===== config.mk =====
export PLATFORM = sky130hd
export DESIGN_NAME = rgbe_scanline_rle_decoder_top_flat
export DESIGN_NICKNAME = d
export VERILOG_FILES = /design/src/sv/rsrd_pkg.sv /design/src/sv/rsrd_byte_if.sv /design/src/sv/rsrd_cfg_if.sv /design/src/sv/rsrd_cmd_if.sv /design/src/sv/rsrd_core.sv /design/src/sv/rsrd_out_reg.sv /design/src/sv/rgbe_scanline_rle_decoder_top.sv /design/src/flat_wrapper.sv
export SDC_FILE = /design/constraint.sdc
export NUM_CORES = 1
export LEC_CHECK = 0
export ABC_AREA = 1
export BUFFER_PORTS_ARGS = -buffer_cell sky130_fd_sc_hd__clkbuf_2
export CORE_ASPECT_RATIO = 1.75
export CORE_UTILIZATION = 55
export CTS_CLUSTER_SIZE = 14
export DETAILED_ROUTE_END_ITERATION = 8
export PLACE_DENSITY_LB_ADDON = 0.25
export SYNTH_ARGS = -nofsm -noshare
export SYNTH_HDL_FRONTEND = slang
export SYNTH_SLANG_ARGS = --single-unit

===== constraint.sdc =====
create_clock -name clk -period 7.18 [get_ports clk]
set_input_delay 0 -clock clk [delete_from_list [all_inputs] [get_ports clk]]
set_output_delay 0 -clock clk [all_outputs]
set_load 0.02 [all_outputs]

===== src/sv/rsrd_pkg.sv =====
// Shared types and constants for the RGBE scanline run-length decoder.
// No dependencies; imported by the core, output stage and top level.
`default_nettype none
package rsrd_pkg;

  localparam int unsigned WIDTH_BITS = 15;

  localparam logic [WIDTH_BITS-1:0] MAX_WIDTH     = 15'd32767;
  localparam logic [WIDTH_BITS-1:0] MIN_NEW_WIDTH = 15'd8;
  localparam logic [WIDTH_BITS-1:0] WIDTH_RESET   = 15'd8;

  localparam logic [7:0]  HDR_MARK  = 8'd2;
  localparam logic [7:0]  REP_BASE  = 8'd128;
  localparam logic [23:0] RUN_MARK  = 24'h010101;
  localparam logic [1:0]  SHIFT_MAX = 2'd3;
  localparam logic [1:0]  LAST_PLANE = 2'd3;
  localparam logic [1:0]  LAST_SLOT  = 2'd3;

  localparam logic [2:0] CH_PIXEL = 3'd4;

  typedef struct packed {
    logic [WIDTH_BITS-1:0] position;
    logic [2:0]            channel;
    logic [31:0]           value;
    logic [WIDTH_BITS-1:0] count;
    logic                  line_end;
    logic                  overrun;
  } cmd_t;

endpackage
`default_nettype wire


===== src/sv/rsrd_byte_if.sv =====
// Byte stream channel: valid/ready handshake carrying one encoded byte.
// No dependencies.
`default_nettype none
interface rsrd_byte_if;
  logic       valid;
  logic       ready;
  logic [7:0] byte_in;

  modport source (output valid, output byte_in, input ready);
  modport sink   (input valid, input byte_in, output ready);
endinterface
`default_nettype wire


===== src/sv/rsrd_cfg_if.sv =====
// Configuration write channel: valid/ready handshake carrying the line width.
// No dependencies.
`default_nettype none
interface rsrd_cfg_if;
  logic        valid;
  logic        ready;
  logic [14:0] line_width;

  modport source (output valid, output line_width, input ready);
  modport sink   (input valid, input line_width, output ready);
endinterface
`default_nettype wire


===== src/sv/rsrd_cmd_if.sv =====
// Write command channel: valid/ready handshake carrying one frame-store write.
// No dependencies.
`default_nettype none
interface rsrd_cmd_if;
  logic        valid;
  logic        ready;
  logic [14:0] position;
  logic [2:0]  channel;
  logic [31:0] value;
  logic [14:0] count;
  logic        line_end;
  logic        overrun;

  modport source (output valid, output position, output channel, output value,
                  output count, output line_end, output overrun, input ready);
  modport sink   (input valid, input position, input channel, input value,
                  input count, input line_end, input overrun, output ready);
endinterface
`default_nettype wire


===== src/sv/rsrd_core.sv =====
// Decode state machine: line width register, scanline state and the
// per-byte next-state and write command logic. Depends on rsrd_pkg.
`default_nettype none
module rsrd_core (
  input  logic                           clk,
  input  logic                           rst,
  input  logic                           in_fire,
  input  logic [7:0]                     byte_in,
  input  logic                           cfg_fire,
  input  logic [rsrd_pkg::WIDTH_BITS-1:0] cfg_width,
  output logic                           res_valid,
  output rsrd_pkg::cmd_t                 res
);
  import rsrd_pkg::*;

  typedef enum logic [2:0] {
    PH_HDR0, PH_HDR1, PH_HDR2, PH_HDR3, PH_OLD, PH_CODE, PH_REPVAL, PH_LIT
  } phase_t;

  logic [WIDTH_BITS-1:0] line_width;

  phase_t                phase, phase_next;
  logic [1:0]            slot, slot_next;
  logic [23:0]           asm_pix, asm_pix_next;
  logic [WIDTH_BITS-1:0] pix, pix_next;
  logic [1:0]            plane, plane_next;
  logic [7:0]            lit, lit_next;
  logic [1:0]            shift, shift_next;
  logic [31:0]           prev, prev_next;

  logic [WIDTH_BITS-1:0] w_eff;
  logic [WIDTH_BITS-1:0] rem;
  logic [WIDTH_BITS-1:0] cnt;
  logic [31:0]           run_n;
  logic [31:0]           put_n;
  logic [31:0]           put_val;
  logic [2:0]            put_ch;
  logic                  do_put;
  logic                  over;
  logic                  old_path;
  logic                  old_chk;
  logic                  new_chk;
  logic                  end_line;

  assign w_eff = (line_width == '0) ? WIDTH_BITS'(1) : line_width;

  always_comb begin
    unique case (shift)
      2'd0: run_n = {24'h0, byte_in};
      2'd1: run_n = {16'h0, byte_in, 8'h0};
      2'd2: run_n = {8'h0, byte_in, 16'h0};
      2'd3: run_n = {byte_in, 24'h0};
    endcase
  end

  always_comb begin
    phase_next   = phase;
    slot_next    = slot;
    asm_pix_next = asm_pix;
    pix_next     = pix;
    plane_next   = plane;
    lit_next     = lit;
    shift_next   = shift;
    prev_next    = prev;
    do_put       = 1'b0;
    put_ch       = CH_PIXEL;
    put_val      = '0;
    put_n        = '0;
    old_path     = 1'b0;
    old_chk      = 1'b0;
    new_chk      = 1'b0;
    end_line     = 1'b0;

    unique case (phase)
      PH_HDR0: begin
        if (w_eff < MIN_NEW_WIDTH || w_eff > MAX_WIDTH || byte_in != HDR_MARK) begin
          phase_next = PH_OLD;
          old_path   = 1'b1;
        end else begin
          phase_next = PH_HDR1;
        end
      end
      PH_HDR1: begin
        asm_pix_next = {16'h0, byte_in};
        phase_next   = PH_HDR2;
      end
      PH_HDR2: begin
        asm_pix_next = {8'h0, asm_pix[7:0], byte_in};
        phase_next   = PH_HDR3;
      end
      PH_HDR3: begin
        asm_pix_next = '0;
        if (asm_pix[15:8] != HDR_MARK || asm_pix[7]) begin
          prev_next  = {HDR_MARK, asm_pix[15:0], byte_in};
          slot_next  = '0;
          shift_next = '0;
          phase_next = PH_OLD;
          do_put     = 1'b1;
          put_val    = {HDR_MARK, asm_pix[15:0], byte_in};
          put_n      = 32'd1;
          old_chk    = 1'b1;
        end else begin
          plane_next = '0;
          pix_next   = '0;
          phase_next = PH_CODE;
        end
      end
      PH_OLD: old_path = 1'b1;
      PH_CODE: begin
        if (byte_in > REP_BASE) begin
          lit_next   = {1'b0, byte_in[6:0]};
          phase_next = PH_REPVAL;
        end else if (byte_in != 8'h0) begin
          lit_next   = byte_in;
          phase_next = PH_LIT;
        end
      end
      PH_REPVAL: begin
        lit_next   = '0;
        phase_next = PH_CODE;
        do_put     = 1'b1;
        put_ch     = {1'b0, plane};
        put_val    = {24'h0, byte_in};
        put_n      = {24'h0, lit};
        new_chk    = 1'b1;
      end
      PH_LIT: begin
        lit_next = (lit != 8'h0) ? lit - 8'd1 : lit;
        if (lit_next == 8'h0) begin
          phase_next = PH_CODE;
        end
        do_put  = 1'b1;
        put_ch  = {1'b0, plane};
        put_val = {24'h0, byte_in};
        put_n   = 32'd1;
        new_chk = 1'b1;
      end
    endcase

    if (old_path) begin
      if (slot != LAST_SLOT) begin
        asm_pix_next = {asm_pix[15:0], byte_in};
        slot_next    = slot + 2'd1;
      end else begin
        slot_next = '0;
        old_chk   = 1'b1;
        if (asm_pix == RUN_MARK) begin
          shift_next = (shift == SHIFT_MAX) ? SHIFT_MAX : shift + 2'd1;
          put_n      = run_n;
          put_val    = prev;
          do_put     = (run_n != '0);
        end else begin
          prev_next  = {asm_pix, byte_in};
          shift_next = '0;
          put_val    = {asm_pix, byte_in};
          put_n      = 32'd1;
          do_put     = 1'b1;
        end
      end
    end

    rem  = (pix < w_eff) ? w_eff - pix : '0;
    over = (put_n[31:WIDTH_BITS] != '0) || (put_n[WIDTH_BITS-1:0] > rem);
    cnt  = over ? rem : put_n[WIDTH_BITS-1:0];

    if (do_put) begin
      pix_next = pix + cnt;
    end

    if (do_put && old_chk && pix_next >= w_eff) begin
      end_line = 1'b1;
    end
    if (do_put && new_chk && lit_next == 8'h0 && pix_next >= w_eff) begin
      if (plane >= LAST_PLANE) begin
        end_line = 1'b1;
      end else begin
        plane_next = plane + 2'd1;
        pix_next   = '0;
        phase_next = PH_CODE;
      end
    end

    if (end_line) begin
      phase_next   = PH_HDR0;
      slot_next    = '0;
      asm_pix_next = '0;
      pix_next     = '0;
      plane_next   = '0;
      lit_next     = '0;
      shift_next   = '0;
    end
  end

  always_comb begin
    res_valid    = do_put;
    res.position = pix;
    res.channel  = put_ch;
    res.value    = put_val;
    res.count    = cnt;
    res.line_end = end_line;
    res.overrun  = over;
  end

  always_ff @(posedge clk) begin
    if (rst) begin
      line_width <= WIDTH_RESET;
    end else if (cfg_fire) begin
      line_width <= cfg_width;
    end
  end

  always_ff @(posedge clk) begin
    if (rst) begin
      phase   <= PH_HDR0;
      slot    <= '0;
      asm_pix <= '0;
      pix     <= '0;
      plane   <= '0;
      lit     <= '0;
      shift   <= '0;
      prev    <= '0;
    end else if (in_fire) begin
      phase   <= phase_next;
      slot    <= slot_next;
      asm_pix <= asm_pix_next;
      pix     <= pix_next;
      plane   <= plane_next;
      lit     <= lit_next;
      shift   <= shift_next;
      prev    <= prev_next;
    end
  end

endmodule
`default_nettype wire


===== src/sv/rsrd_out_reg.sv =====
// Result register between the decode logic and the write command channel.
// Depends on rsrd_pkg.
`default_nettype none
module rsrd_out_reg (
  input  logic           clk,
  input  logic           rst,
  input  logic           in_fire,
  input  logic           res_valid,
  input  rsrd_pkg::cmd_t res,
  output logic           in_ready,
  output logic           out_valid,
  input  logic           out_ready,
  output rsrd_pkg::cmd_t out_cmd
);
  import rsrd_pkg::*;

  logic open_slot;

  assign open_slot = !out_valid || out_ready;
  assign in_ready  = open_slot;

  always_ff @(posedge clk) begin
    if (rst) begin
      out_valid <= 1'b0;
    end else if (open_slot) begin
      out_valid <= in_fire && res_valid;
    end
  end

  always_ff @(posedge clk) begin
    if (open_slot && in_fire && res_valid) begin
      out_cmd <= res;
    end
  end

endmodule
`default_nettype wire


===== src/sv/rgbe_scanline_rle_decoder_top.sv =====
// RGBE scanline run-length decoder top level: one encoded byte per request,
// at most one frame-store write command out. A write appears in the cycle
// after the byte that causes it is accepted. Throughput: one byte per
// cycle while the write command channel keeps up; a single result register
// holds a write the sink has not taken. Reset clears line state, the previous
// pixel and the result register's valid flag, and sets the line width to 8.
// Depends on rsrd_pkg, rsrd_byte_if, rsrd_cfg_if, rsrd_cmd_if, rsrd_core,
// rsrd_out_reg.
`default_nettype none
module rgbe_scanline_rle_decoder_top (
  input  logic       clk,
  input  logic       rst,
  rsrd_byte_if.sink  byte_stream,
  rsrd_cfg_if.sink   cfg,
  rsrd_cmd_if.source write_cmd
);
  import rsrd_pkg::*;

  logic in_ready;
  logic in_fire;
  logic cfg_fire;
  logic res_valid;
  cmd_t res;
  cmd_t out_cmd;

  assign byte_stream.ready = in_ready;
  assign in_fire           = byte_stream.valid && in_ready;
  assign cfg.ready         = 1'b1;
  assign cfg_fire          = cfg.valid;

  rsrd_core u_core (
    .clk       (clk),
    .rst       (rst),
    .in_fire   (in_fire),
    .byte_in   (byte_stream.byte_in),
    .cfg_fire  (cfg_fire),
    .cfg_width (cfg.line_width),
    .res_valid (res_valid),
    .res       (res)
  );

  rsrd_out_reg u_out (
    .clk       (clk),
    .rst       (rst),
    .in_fire   (in_fire),
    .res_valid (res_valid),
    .res       (res),
    .in_ready  (in_ready),
    .out_valid (write_cmd.valid),
    .out_ready (write_cmd.ready),
    .out_cmd   (out_cmd)
  );

  assign write_cmd.position = out_cmd.position;
  assign write_cmd.channel  = out_cmd.channel;
  assign write_cmd.value    = out_cmd.value;
  assign write_cmd.count    = out_cmd.count;
  assign write_cmd.line_end = out_cmd.line_end;
  assign write_cmd.overrun  = out_cmd.overrun;

endmodule
`default_nettype wire

===== src/flat_wrapper.sv =====
// flat-port wrapper written by rule: the top's interface ports become plain ports
module rgbe_scanline_rle_decoder_top_flat import rsrd_pkg::*;
  (clk, rst, byte_stream_valid, byte_stream_byte_in, byte_stream_ready, cfg_valid, cfg_line_width, cfg_ready, write_cmd_valid, write_cmd_position, write_cmd_channel, write_cmd_value, write_cmd_count, write_cmd_line_end, write_cmd_overrun, write_cmd_ready);
  rsrd_byte_if byte_stream_i ();
  rsrd_cfg_if cfg_i ();
  rsrd_cmd_if write_cmd_i ();
  input  logic clk;
  input  logic rst;
  input wire logic [$bits(byte_stream_i.valid)-1:0] byte_stream_valid;
  input wire logic [$bits(byte_stream_i.byte_in)-1:0] byte_stream_byte_in;
  output wire logic [$bits(byte_stream_i.ready)-1:0] byte_stream_ready;
  input wire logic [$bits(cfg_i.valid)-1:0] cfg_valid;
  input wire logic [$bits(cfg_i.line_width)-1:0] cfg_line_width;
  output wire logic [$bits(cfg_i.ready)-1:0] cfg_ready;
  output wire logic [$bits(write_cmd_i.valid)-1:0] write_cmd_valid;
  output wire logic [$bits(write_cmd_i.position)-1:0] write_cmd_position;
  output wire logic [$bits(write_cmd_i.channel)-1:0] write_cmd_channel;
  output wire logic [$bits(write_cmd_i.value)-1:0] write_cmd_value;
  output wire logic [$bits(write_cmd_i.count)-1:0] write_cmd_count;
  output wire logic [$bits(write_cmd_i.line_end)-1:0] write_cmd_line_end;
  output wire logic [$bits(write_cmd_i.overrun)-1:0] write_cmd_overrun;
  input wire logic [$bits(write_cmd_i.ready)-1:0] write_cmd_ready;
  assign byte_stream_i.valid = byte_stream_valid;
  assign byte_stream_i.byte_in = byte_stream_byte_in;
  assign byte_stream_ready = byte_stream_i.ready;
  assign cfg_i.valid = cfg_valid;
  assign cfg_i.line_width = cfg_line_width;
  assign cfg_ready = cfg_i.ready;
  assign write_cmd_valid = write_cmd_i.valid;
  assign write_cmd_position = write_cmd_i.position;
  assign write_cmd_channel = write_cmd_i.channel;
  assign write_cmd_value = write_cmd_i.value;
  assign write_cmd_count = write_cmd_i.count;
  assign write_cmd_line_end = write_cmd_i.line_end;
  assign write_cmd_overrun = write_cmd_i.overrun;
  assign write_cmd_i.ready = write_cmd_ready;
  rgbe_scanline_rle_decoder_top u_core (.clk(clk), .rst(rst), .byte_stream(byte_stream_i), .cfg(cfg_i), .write_cmd(write_cmd_i));
endmodule

==> results of run 1 <==
-- path summary, 6_finish.rpt --
| path | start | end | slack [ps] | depth (start not counted) |
|---|---|---|---|---|
| worst max-delay path | u_core.u_core.line_width[0]$_SDFFE_PP0P_ | u_core.u_core.asm_pix[17]$_SDFFE_PP0P_ | -250 | 50 |
| worst min-delay path | byte_stream_byte_in[1] | u_core.u_core.prev[1]$_SDFFE_PP0P_ | 30 | 3 |
| worst max register to register | u_core.u_core.line_width[0]$_SDFFE_PP0P_ | u_core.u_core.asm_pix[17]$_SDFFE_PP0P_ | -250 | 50 |
| worst min register to register | u_core.u_core.prev[2]$_SDFFE_PP0P_ | u_core.u_core.prev[2]$_SDFFE_PP0P_ | 460 | 2 |
-- registers in the layout, summed over array words and instances (netlist names) --
name                      cells
u_core.u_core.lit             8
u_core.u_core.plane           2
u_core.u_core.slot            2
u_core.u_out.out_cmd         67
u_core.u_core.phase           3
u_core.u_core.shift           2
u_core.u_core.line_width     15
u_core.u_out.out_valid        1
u_core.u_core.pix            15
u_core.u_core.asm_pix        24
u_core.u_core.prev           32
-- synth_stat cells (all sizes together) --
library cell  instances  area (um2)
nand2               288        1090
inv                 191         717
a21oi               161         810
dfxtp               104        2080
nor2                103         434
o21ai               102         510
edfxtp               67        2010
nand3                62         338
nand4                61         382
clkbuf               58         218
ha                   58         726
o211ai               31         233
nor3                 29         161
o22ai                23         144
buf                  18         110
xor2                 16         140
a211oi                9        67.6
a31oi                 7        43.8
o21bai                7        52.6
xnor2                 7        61.3
a32oi                 6        52.6
mux2i                 6        60.1
o31ai                 6        45.0
nor4                  5        31.3
o2111ai               5        43.8
o221ai                4        35.0
a221oi                3        26.3
clkinv                3        11.3
fa                    2        40.0
a21o                  1        7.51
a22oi                 1        7.51
a31o                  1        8.76
and2                  1        6.26
and3                  1        6.26
conb                  1        3.75
nand3b                1        7.51
nor3b                 1        7.51
o311ai                1        8.76
or2                   1        6.26
-- cell type report --
type | count | area (um2) | share of cell area
Sequential cell | 171 | 4100 | 0.292
Clock buffer | 23 | 458 | 0.0327
Tap cell | 241 | 302 | 0.0215
Clock inverter | 9 | 66.3 | 0.00473
Multi-Input combinational cell | 1012 | 6180 | 0.441
Timing Repair Buffer | 300 | 2170 | 0.155
Inverter | 194 | 733 | 0.0523
Timing Repair inverter | 1 | 7.51 | 0.000536
-- per-layer routing --
metal	wire, um	vias up	track usage
li1	-	5481	-
met1	12500	5414	0.354
met2	19400	578	0.672
met3	1980	261	0.0655
met4	3990	0	0.340
met5	0	-	0
-- worst reg2reg max path, delay by kind of cell (launching register included) --
kind / cells / cell delay (ps)
AOI/OAI and AO/OA: 9 / 1230
adders and majority gates: 5 / 1450
xor gates and xnor gates: 2 / 380
buffers and inverters: 8 / 1100
and+or+nand+nor: 26 / 2750
DFF: 1 / 340
-- report_power, final --
part	switching (mW)	leakage, nW	internal [mW]
clock	0.393	0.244	0.452
combinational	0.279	4.43	0.195
sequential	0.0206	1.47	1.03
-- timing repair --
| action | in CTS | in global routing |
|---|---|---|
| buffers inserted | 16 | 12 |
| gates resized for setup | 62 | 95 |
| pin swaps | 18 | 66 |
| hold buffers | 24 | 0 |
| endpoints found under the setup margin | 56 | 56 |
| cloned | 2 | 1 |
| endpoints found under the hold margin | 22 | 0 |
-- logic make-up (layout without fill, tap and decap cells) --
kind of cell / after synthesis / count (layout) / synth area share
buffers and inverters: 270 / 527 / 0.0982
xor gates and xnor gates: 23 / 23 / 0.0187
other: 1 / 1 / 0.000349
adders and majority gates: 60 / 60 / 0.0712
and+or+nand+nor: 553 / 554 / 0.230
AOI/OAI and AO/OA: 368 / 368 / 0.195
muxes: 6 / 6 / 0.00559
DFF: 171 / 171 / 0.381
-- cells in the final DEF, fill, tap and decap left out, types with 16 or more instances in the layout --
cell             n
a21oi_2         16
nor3_1          24
dlygate4sd3_1   24
o21ai_0         81
inv_1          164
nand4_1         61
nor2_1          89
buf_4          164
dfxtp_1        100
o22ai_1         22
a21oi_1        143
edfxtp_1        67
clkbuf_16       18
ha_1            45
clkbuf_2        96
o211ai_1        31
nand3_1         50
nand2_2         19
nand2_1        265
inv_2           25
xor2_1          16
==> impl_metrics.py, run 1 <==
metrics = {
    "global_route": {
        "grt_first_pass_wirelength_um": 57100,
        "antenna_found_initial": 0,
        "overflow": 0,
        "grt_pass1_vias": 11400,
        "grt_max_degree": 90,
        "gr-usage-all-layers": 0.376,
    },
    "layout": {
        "drive_gt1_frac": 0.263,
        "area_delta_synth_final_pct": 30.4,
        "design_area_um2": 14000,
        "fin_util": 0.733,
        "nNetsFinal": 1785,
        "fillCellCount": 1484,
        "antennaDiodeCount": 0,
        "fin_cells": 1951,
    },
    "detailed_routing": {
        "post_drt_wl_per_cell_um": 19.4,
        "drt_iter0_markers": 1003,
        "drc": 1,
        "vias": 11700,
        "drtAntennaViolNets": 0,
        "drt_wl_total_um": 37900,
        "via_per_inst": 6.01,
        "firstDrtPassIters": 8,
    },
    "logic_synthesis": {
        "syn_inst": 1452,
        "yosysWarnings": 0,
        "synth_cell_type_count": 53,
        "synthesis.area_um2": 10800,
        "synth_area_per_cell_um2": 7.40,
        "synth_seq_cells": 171,
        "ys_seq_area_frac": 0.381,
        "syn_nets": 1540,
    },
    "placement": {
        "numPortBuffers": 96,
        "gp_congestion": 1.05,
        "placed_cell_area_um2": 12400,
        "dp_hpwl_um": 26500,
        "place_inst": 1864,
        "pre_cts_ws_ps": -800,
    },
    "clocking": {
        "numCtsBuffers": 17,
        "clockBufferDepth": 2,
        "clock_sinks": 171,
        "insertion_delay_ps": 450,
        "cts_root_buffer": "clkbuf_16",
        "clk_pin_slew_worst_paths_ps": 70,
        "cts_max_level": 4,
        "cts_tree": "built",
    },
    "sta": {
        "finalHoldViolations": 0,
        "fin_ws_ps": -246,
        "whs_ps": 29.5,
        "finalCriticalPeriod_ps": 7430,
        "report.final.slew_viol_count": 0,
        "max_freq_mhz": 135,
        "relSlewSlack": 0.258,
        "rsz0062_at_grt": "true",
        "final.period_utilization": 1.03,
        "skew_ps": 11.0,
        "finalSetupViolCount": 56,
        "setup-tns-final_ps": -10400,
        "tightest_slew_ps": 1110,
    },
    "pwr": {
        "p_leak_nw": 6.14,
        "irDropWorstVdd_mv": 0.173,
        "power_density_nw_per_um2": 169,
        "power_mw": 2.37,
    },
    "floorplanning": {
        "die_h_um": 187,
        "die_area_um2": 20100,
        "rows": 67,
        "ios": 98,
        "start_util": 0.562,
        "core-area_um2": 19100,
        "die_w_um": 108,
    },
    "setup_path": {
        "cp_data_required_time_ps": 7460,
        "worstPathArrival_ps": 7700,
        "cpLargestDelayFamily": "simple AND/OR/NAND/NOR gates",
        "crit_slowest_cell": "fa_2",
        "cp-end-kind": "register",
        "crit_path_max_fanout": 8,
        "crit_type": "register to register",
        "slowest_delay_ps": 370,
        "start_kind": "register",
        "timing.critical_path.mode_cell": "nand2_1",
        "worst-path-buf-inv": 8,
    },
    "worst_hold_path": {
        "holdCritPathClass": "input pin to register",
    },
    "outcome": {
        "violations": "DRC, setup timing",
        "outcome": "finished, violations left",
    },
    "job": {
        "max_cap_violations": 0,
    },
}
No activity file was read; power rests on OpenSTA's default activity.
==> run 2: changes to the inputs <==
--- a/config.mk
+++ b/config.mk
@@ -15,3 +15,4 @@
 export SYNTH_ARGS = -nofsm -noshare
 export SYNTH_HDL_FRONTEND = slang
 export SYNTH_SLANG_ARGS = --single-unit
+export TNS_END_PERCENT = 5
==> impl_metrics.py, run 2 (synthesized netlist as in run 1, its figures left out) <==
metrics = {
    "outcome": {
        "outcome": "finished, violations left",
        "violations": "setup timing",
    },
    "setup_path": {
        "worstPathArrival_ps": 7730,
        "regToRegSetupSlack_ps": -270,
        "cp_data_required_time_ps": 7460,
        "start_kind": "register",
        "cp-end-kind": "register",
        "crit_path_max_fanout": 9,
        "slowest_delay_ps": 330,
        "worst-path-buf-inv": 7,
        "crit_type": "register to register",
        "cpLargestDelayFamily": "simple AND/OR/NAND/NOR gates",
        "crit_slowest_cell": "ha_1",
    },
    "sta": {
        "relSlewSlack": 0.242,
        "skew_ps": 9.86,
        "report.final.slew_viol_count": 0,
        "finalCriticalPeriod_ps": 7450,
        "final.period_utilization": 1.04,
        "finalHoldViolations": 0,
        "finalSetupViolCount": 56,
        "rsz0062_at_grt": "true",
        "tightest_slew_ps": 1130,
        "fin_ws_ps": -268,
        "max_freq_mhz": 134,
        "whs_ps": 29.9,
    },
    "clocking": {
        "numCtsBuffers": 17,
        "clockBufferDepth": 2,
        "cts_tree": "built",
        "clk_pin_slew_worst_paths_ps": 70,
        "cts_max_level": 4,
        "insertion_delay_ps": 450,
        "clock_sinks": 171,
        "cts_root_buffer": "clkbuf_16",
    },
    "worst_hold_path": {
        "holdCritPathClass": "input pin to register",
    },
    "placement": {
        "gp_congestion": 1.05,
        "place_inst": 1864,
        "dp_hpwl_um": 26500,
        "numPortBuffers": 96,
    },
    "pwr": {
        "power_density_nw_per_um2": 169,
        "p_leak_nw": 6.05,
        "irDropWorstVdd_mv": 0.172,
    },
    "floorplanning": {
        "start_util": 0.562,
        "die_w_um": 108,
        "rows": 67,
        "ios": 98,
        "core-area_um2": 19100,
        "die_area_um2": 20100,
        "die_h_um": 187,
    },
    "layout": {
        "fin_cells": 1936,
        "top_register": "u_core.u_out.out_cmd",
        "largest_reg_flops": 67,
        "drive_gt1_frac": 0.259,
        "layout_commonest_cell": "nand2_1",
        "top_regs": "u_core.u_out.out_cmd (67), u_core.u_core.prev (32), u_core.u_core.asm_pix (24)",
        "area_delta_synth_final_pct": 29.1,
        "nNetsFinal": 1770,
        "layout_common_cells": "nand2_1, inv_1, buf_4, a21oi_1, dfxtp_1",
        "antennaDiodeCount": 0,
    },
    "global_route": {
        "grt_first_pass_wirelength_um": 56700,
        "gr-usage-all-layers": 0.373,
        "overflow": 0,
        "grt_pass1_vias": 11400,
        "antenna_found_initial": 0,
        "grt_max_degree": 90,
    },
    "detailed_routing": {
        "drt_wl_total_um": 37400,
        "via_per_inst": 5.98,
        "post_drt_wl_per_cell_um": 19.3,
        "firstDrtPassIters": 5,
        "drc": 0,
        "drtAntennaViolNets": 0,
        "vias": 11600,
        "drt_iter0_markers": 762,
    },
    "job": {
        "max_cap_violations": 0,
    },
}
run 2: area by class of cell:
class                      instances  area (um2)
clock buffer                      23         458
clock inverter                     9        66.3
fill                            1510        5240
inverter                         194         736
multi-input combinational       1012        6150
sequential                       171        4100
tap                              241         302
timing repair buffer             285        2050
timing repair inverter             1        7.51
run 2: tightest hold or removal path: stages:
cell	delay [ps]
clkbuf_2	170
o21ai_0	120
a21oi_1	140
run 2: final timing paths:
kind                                                 start                                endpoint  depth (start not counted)
setup / recovery  u_core.u_core.line_width[2]$_SDFFE_PP0P_  u_core.u_core.asm_pix[17]$_SDFFE_PP0P_                         48
hold / removal                      byte_stream_byte_in[1]      u_core.u_core.prev[1]$_SDFFE_PP0P_                          3
setup reg to reg  u_core.u_core.line_width[2]$_SDFFE_PP0P_  u_core.u_core.asm_pix[17]$_SDFFE_PP0P_                         48
hold reg to reg         u_core.u_core.prev[0]$_SDFFE_PP0P_      u_core.u_core.prev[0]$_SDFFE_PP0P_                          2
run 2: power by group:
group,leakage [nW],internal [mW],switching (mW)
Clock,0.244,0.451,0.393
Combinational,4.33,0.178,0.270
Sequential,1.47,1.03,0.0205
run 2: repair_timing:
action,in CTS,in global routing
pin swaps,16,62
resized for setup,47,109
setup endpoints to repair,56,56
hold buffers,24,0
buffers inserted,2,11
cloned,2,1
endpoints found under the hold margin,22,0
run 2: per-layer routing:
layer,global-route usage,part of all wire,wire length (um),vias up
li1,-,-,-,5452
met1,0.349,0.33,12300,5264
met2,0.661,0.51,18900,583
met3,0.0662,0.054,2010,269
met4,0.356,0.11,4160,0
met5,0,0,0,-
run 2: metrics by stage:
step                cell area (um2)  setup slack [ps]  utilization  power [mW]  setup TNS, ps
global route                  13900              -631        0.726        2.42         -32860
CTS                           13300              -309        0.696        2.30         -15450
global placement              12400              -710        0.647        1.44         -37880
floorplan                     10800               411            -        1.30              0
detailed placement            12400              -800        0.647        1.45         -42470
finish                        13900              -268        0.726        2.34         -12630
==> run 3: changes to the inputs <==
--- a/config.mk
+++ b/config.mk
@@ -12,6 +12,7 @@
 export CTS_CLUSTER_SIZE = 14
 export DETAILED_ROUTE_END_ITERATION = 8
 export PLACE_DENSITY_LB_ADDON = 0.25
+export RECOVER_POWER = 50
 export SYNTH_ARGS = -nofsm -noshare
 export SYNTH_HDL_FRONTEND = slang
 export SYNTH_SLANG_ARGS = --single-unit
==> impl_metrics.py, run 3 (synthesized netlist as in run 1, its figures left out) <==
metrics = {
    "layout": {
        "layout_commonest_cell": "nand2_1",
        "antennaDiodeCount": 0,
        "nNetsFinal": 1770,
        "fin_util": 0.719,
        "top_register": "u_core.u_out.out_cmd",
        "area_delta_synth_final_pct": 27.8,
        "drive_gt1_frac": 0.209,
        "layout_common_cells": "nand2_1, inv_1, a21oi_1, buf_4, dfxtp_1",
        "largest_reg_flops": 67,
        "fillCellCount": 1561,
        "top_regs": "u_core.u_out.out_cmd (67), u_core.u_core.prev (32), u_core.u_core.asm_pix (24)",
    },
    "setup_path": {
        "cp-end-kind": "register",
        "slowest_delay_ps": 330,
        "crit_type": "register to register",
        "start_kind": "register",
        "worstPathArrival_ps": 7700,
        "cp_data_required_time_ps": 7470,
        "crit_slowest_cell": "ha_1",
        "cpLargestDelayFamily": "simple AND/OR/NAND/NOR gates",
        "worst-path-buf-inv": 7,
        "crit_path_max_fanout": 9,
    },
    "outcome": {
        "outcome": "finished, violations left",
        "violations": "setup timing",
    },
    "clocking": {
        "numCtsBuffers": 17,
        "insertion_delay_ps": 450,
        "clock_sinks": 171,
        "cts_root_buffer": "clkbuf_16",
        "cts_tree": "built",
        "clockBufferDepth": 2,
        "clk_pin_slew_worst_paths_ps": 70,
        "cts_max_level": 4,
    },
    "detailed_routing": {
        "firstDrtPassIters": 7,
        "drt_wl_total_um": 37400,
        "drc": 0,
        "post_drt_wl_per_cell_um": 19.3,
        "drtAntennaViolNets": 0,
        "vias": 11600,
        "drt_iter0_markers": 903,
        "via_per_inst": 5.99,
    },
    "sta": {
        "relSlewSlack": 0.242,
        "report.final.slew_viol_count": 0,
        "setup-tns-final_ps": -10660,
        "tightest_slew_ps": 1140,
        "rsz0062_at_grt": "true",
        "finalCriticalPeriod_ps": 7420,
        "final.period_utilization": 1.03,
        "finalHoldViolations": 0,
        "skew_ps": 7.49,
        "finalSetupViolCount": 56,
        "max_freq_mhz": 135,
        "fin_ws_ps": -236,
    },
    "placement": {
        "dp_hpwl_um": 26500,
        "numPortBuffers": 96,
        "pre_cts_ws_ps": -800,
        "gp_congestion": 1.05,
    },
    "global_route": {
        "overflow": 0,
        "gr-usage-all-layers": 0.373,
        "grt_first_pass_wirelength_um": 56700,
        "gr-usage-met2": 0.661,
        "grt.busiest_layer": "met2",
        "grt_pass1_vias": 11400,
        "grt_use_met3": 0.0662,
        "grtUsageMet1": 0.349,
        "antenna_found_initial": 0,
        "grt_max_degree": 90,
    },
    "floorplanning": {
        "die_h_um": 187,
        "rows": 67,
        "ios": 98,
        "core-area_um2": 19100,
        "start_util": 0.562,
        "die_area_um2": 20100,
        "die_w_um": 108,
    },
    "pwr": {
        "irDropWorstVdd_mv": 0.172,
        "power_density_nw_per_um2": 170,
        "p_leak_nw": 5.79,
    },
    "worst_hold_path": {
        "holdCritPathClass": "input pin to register",
    },
    "job": {
        "max_cap_violations": 0,
    },
}
-- run 3: cell types whose count changed in the layout (fill, tap and decap cells not counted) --
cell and delta:
buf_4 -14, clkbuf_1 +82, clkbuf_2 -69, clkbuf_4 +1, inv_1 +2, inv_2 -2, nor2_1 +1, nor2_2 -1
-- run 3: per-layer routing --
| layer | share of wire | vias to the layer above | wire (um) |
|---|---|---|---|
| li1 | - | 5454 | - |
| met1 | 0.33 | 5307 | 12300 |
| met2 | 0.51 | 575 | 19000 |
| met3 | 0.050 | 261 | 1870 |
| met4 | 0.11 | 0 | 4180 |
| met5 | 0 | - | 0 |
-- run 3: power by group --
part	internal [mW]	switching [mW]	leakage, nW
sequential	1.03	0.0204	1.47
clock	0.452	0.390	0.244
combinational	0.176	0.270	4.07
total	1.66	0.681	5.79
-- run 3: area by class of cell --
cell class | instances | area [um2] | share of cell area
inverters | 194 | 736 | 0.0535
well taps | 241 | 302 | 0.0219
repair buffers | 285 | 1920 | 0.140
clock buffers | 23 | 458 | 0.0333
clock inverters | 9 | 66.3 | 0.00483
repair inverters | 1 | 7.51 | 0.000546
flip-flops and latches | 171 | 4100 | 0.298
multi-input cells | 1012 | 6150 | 0.448
-- run 3: what timing repair did --
action,CTS,global route
pin swaps,16,62
resized for setup,47,109
buffers inserted,2,11
setup endpoints to repair,56,56
hold buffers,24,0
hold endpoints to repair,22,0
gates cloned,2,1
-- run 3: final timing paths --
path,endpoint,slack [ps],startpoint,depth (start not counted)
hold reg to reg,u_core.u_core.prev[0]$_SDFFE_PP0P_,460,u_core.u_core.prev[0]$_SDFFE_PP0P_,2
setup reg to reg,u_core.u_core.asm_pix[18]$_SDFFE_PP0P_,-240,u_core.u_core.line_width[2]$_SDFFE_PP0P_,48
setup / recovery,u_core.u_core.asm_pix[18]$_SDFFE_PP0P_,-240,u_core.u_core.line_width[2]$_SDFFE_PP0P_,48
hold / removal,u_core.u_core.prev[1]$_SDFFE_PP0P_,30,byte_stream_byte_in[1],3
-- run 3: metrics by stage --
step | hold slack (ps) | instance area [um2] | power, mW | instances
after floorplan | 112 | 10800 | 1.30 | 1452
after global placement | 216 | 12400 | 1.44 | 1864
after detailed placement | 229 | 12400 | 1.45 | 1864
after CTS | 7.80 | 13300 | 2.30 | 1924
after global routing | 40.9 | 13700 | 2.42 | 1936
final | 28.5 | 13700 | 2.34 | 1936
-- run 3: worst reg2reg max path, delay by kind of cell, from the launching register on --
family / cells / cell delay (ps)
compound gates: 15 / 2310
xor+xnor: 1 / 230
fa+ha+maj: 4 / 1120
buf+inv: 7 / 850
flops: 1 / 320
simple gates: 21 / 2420
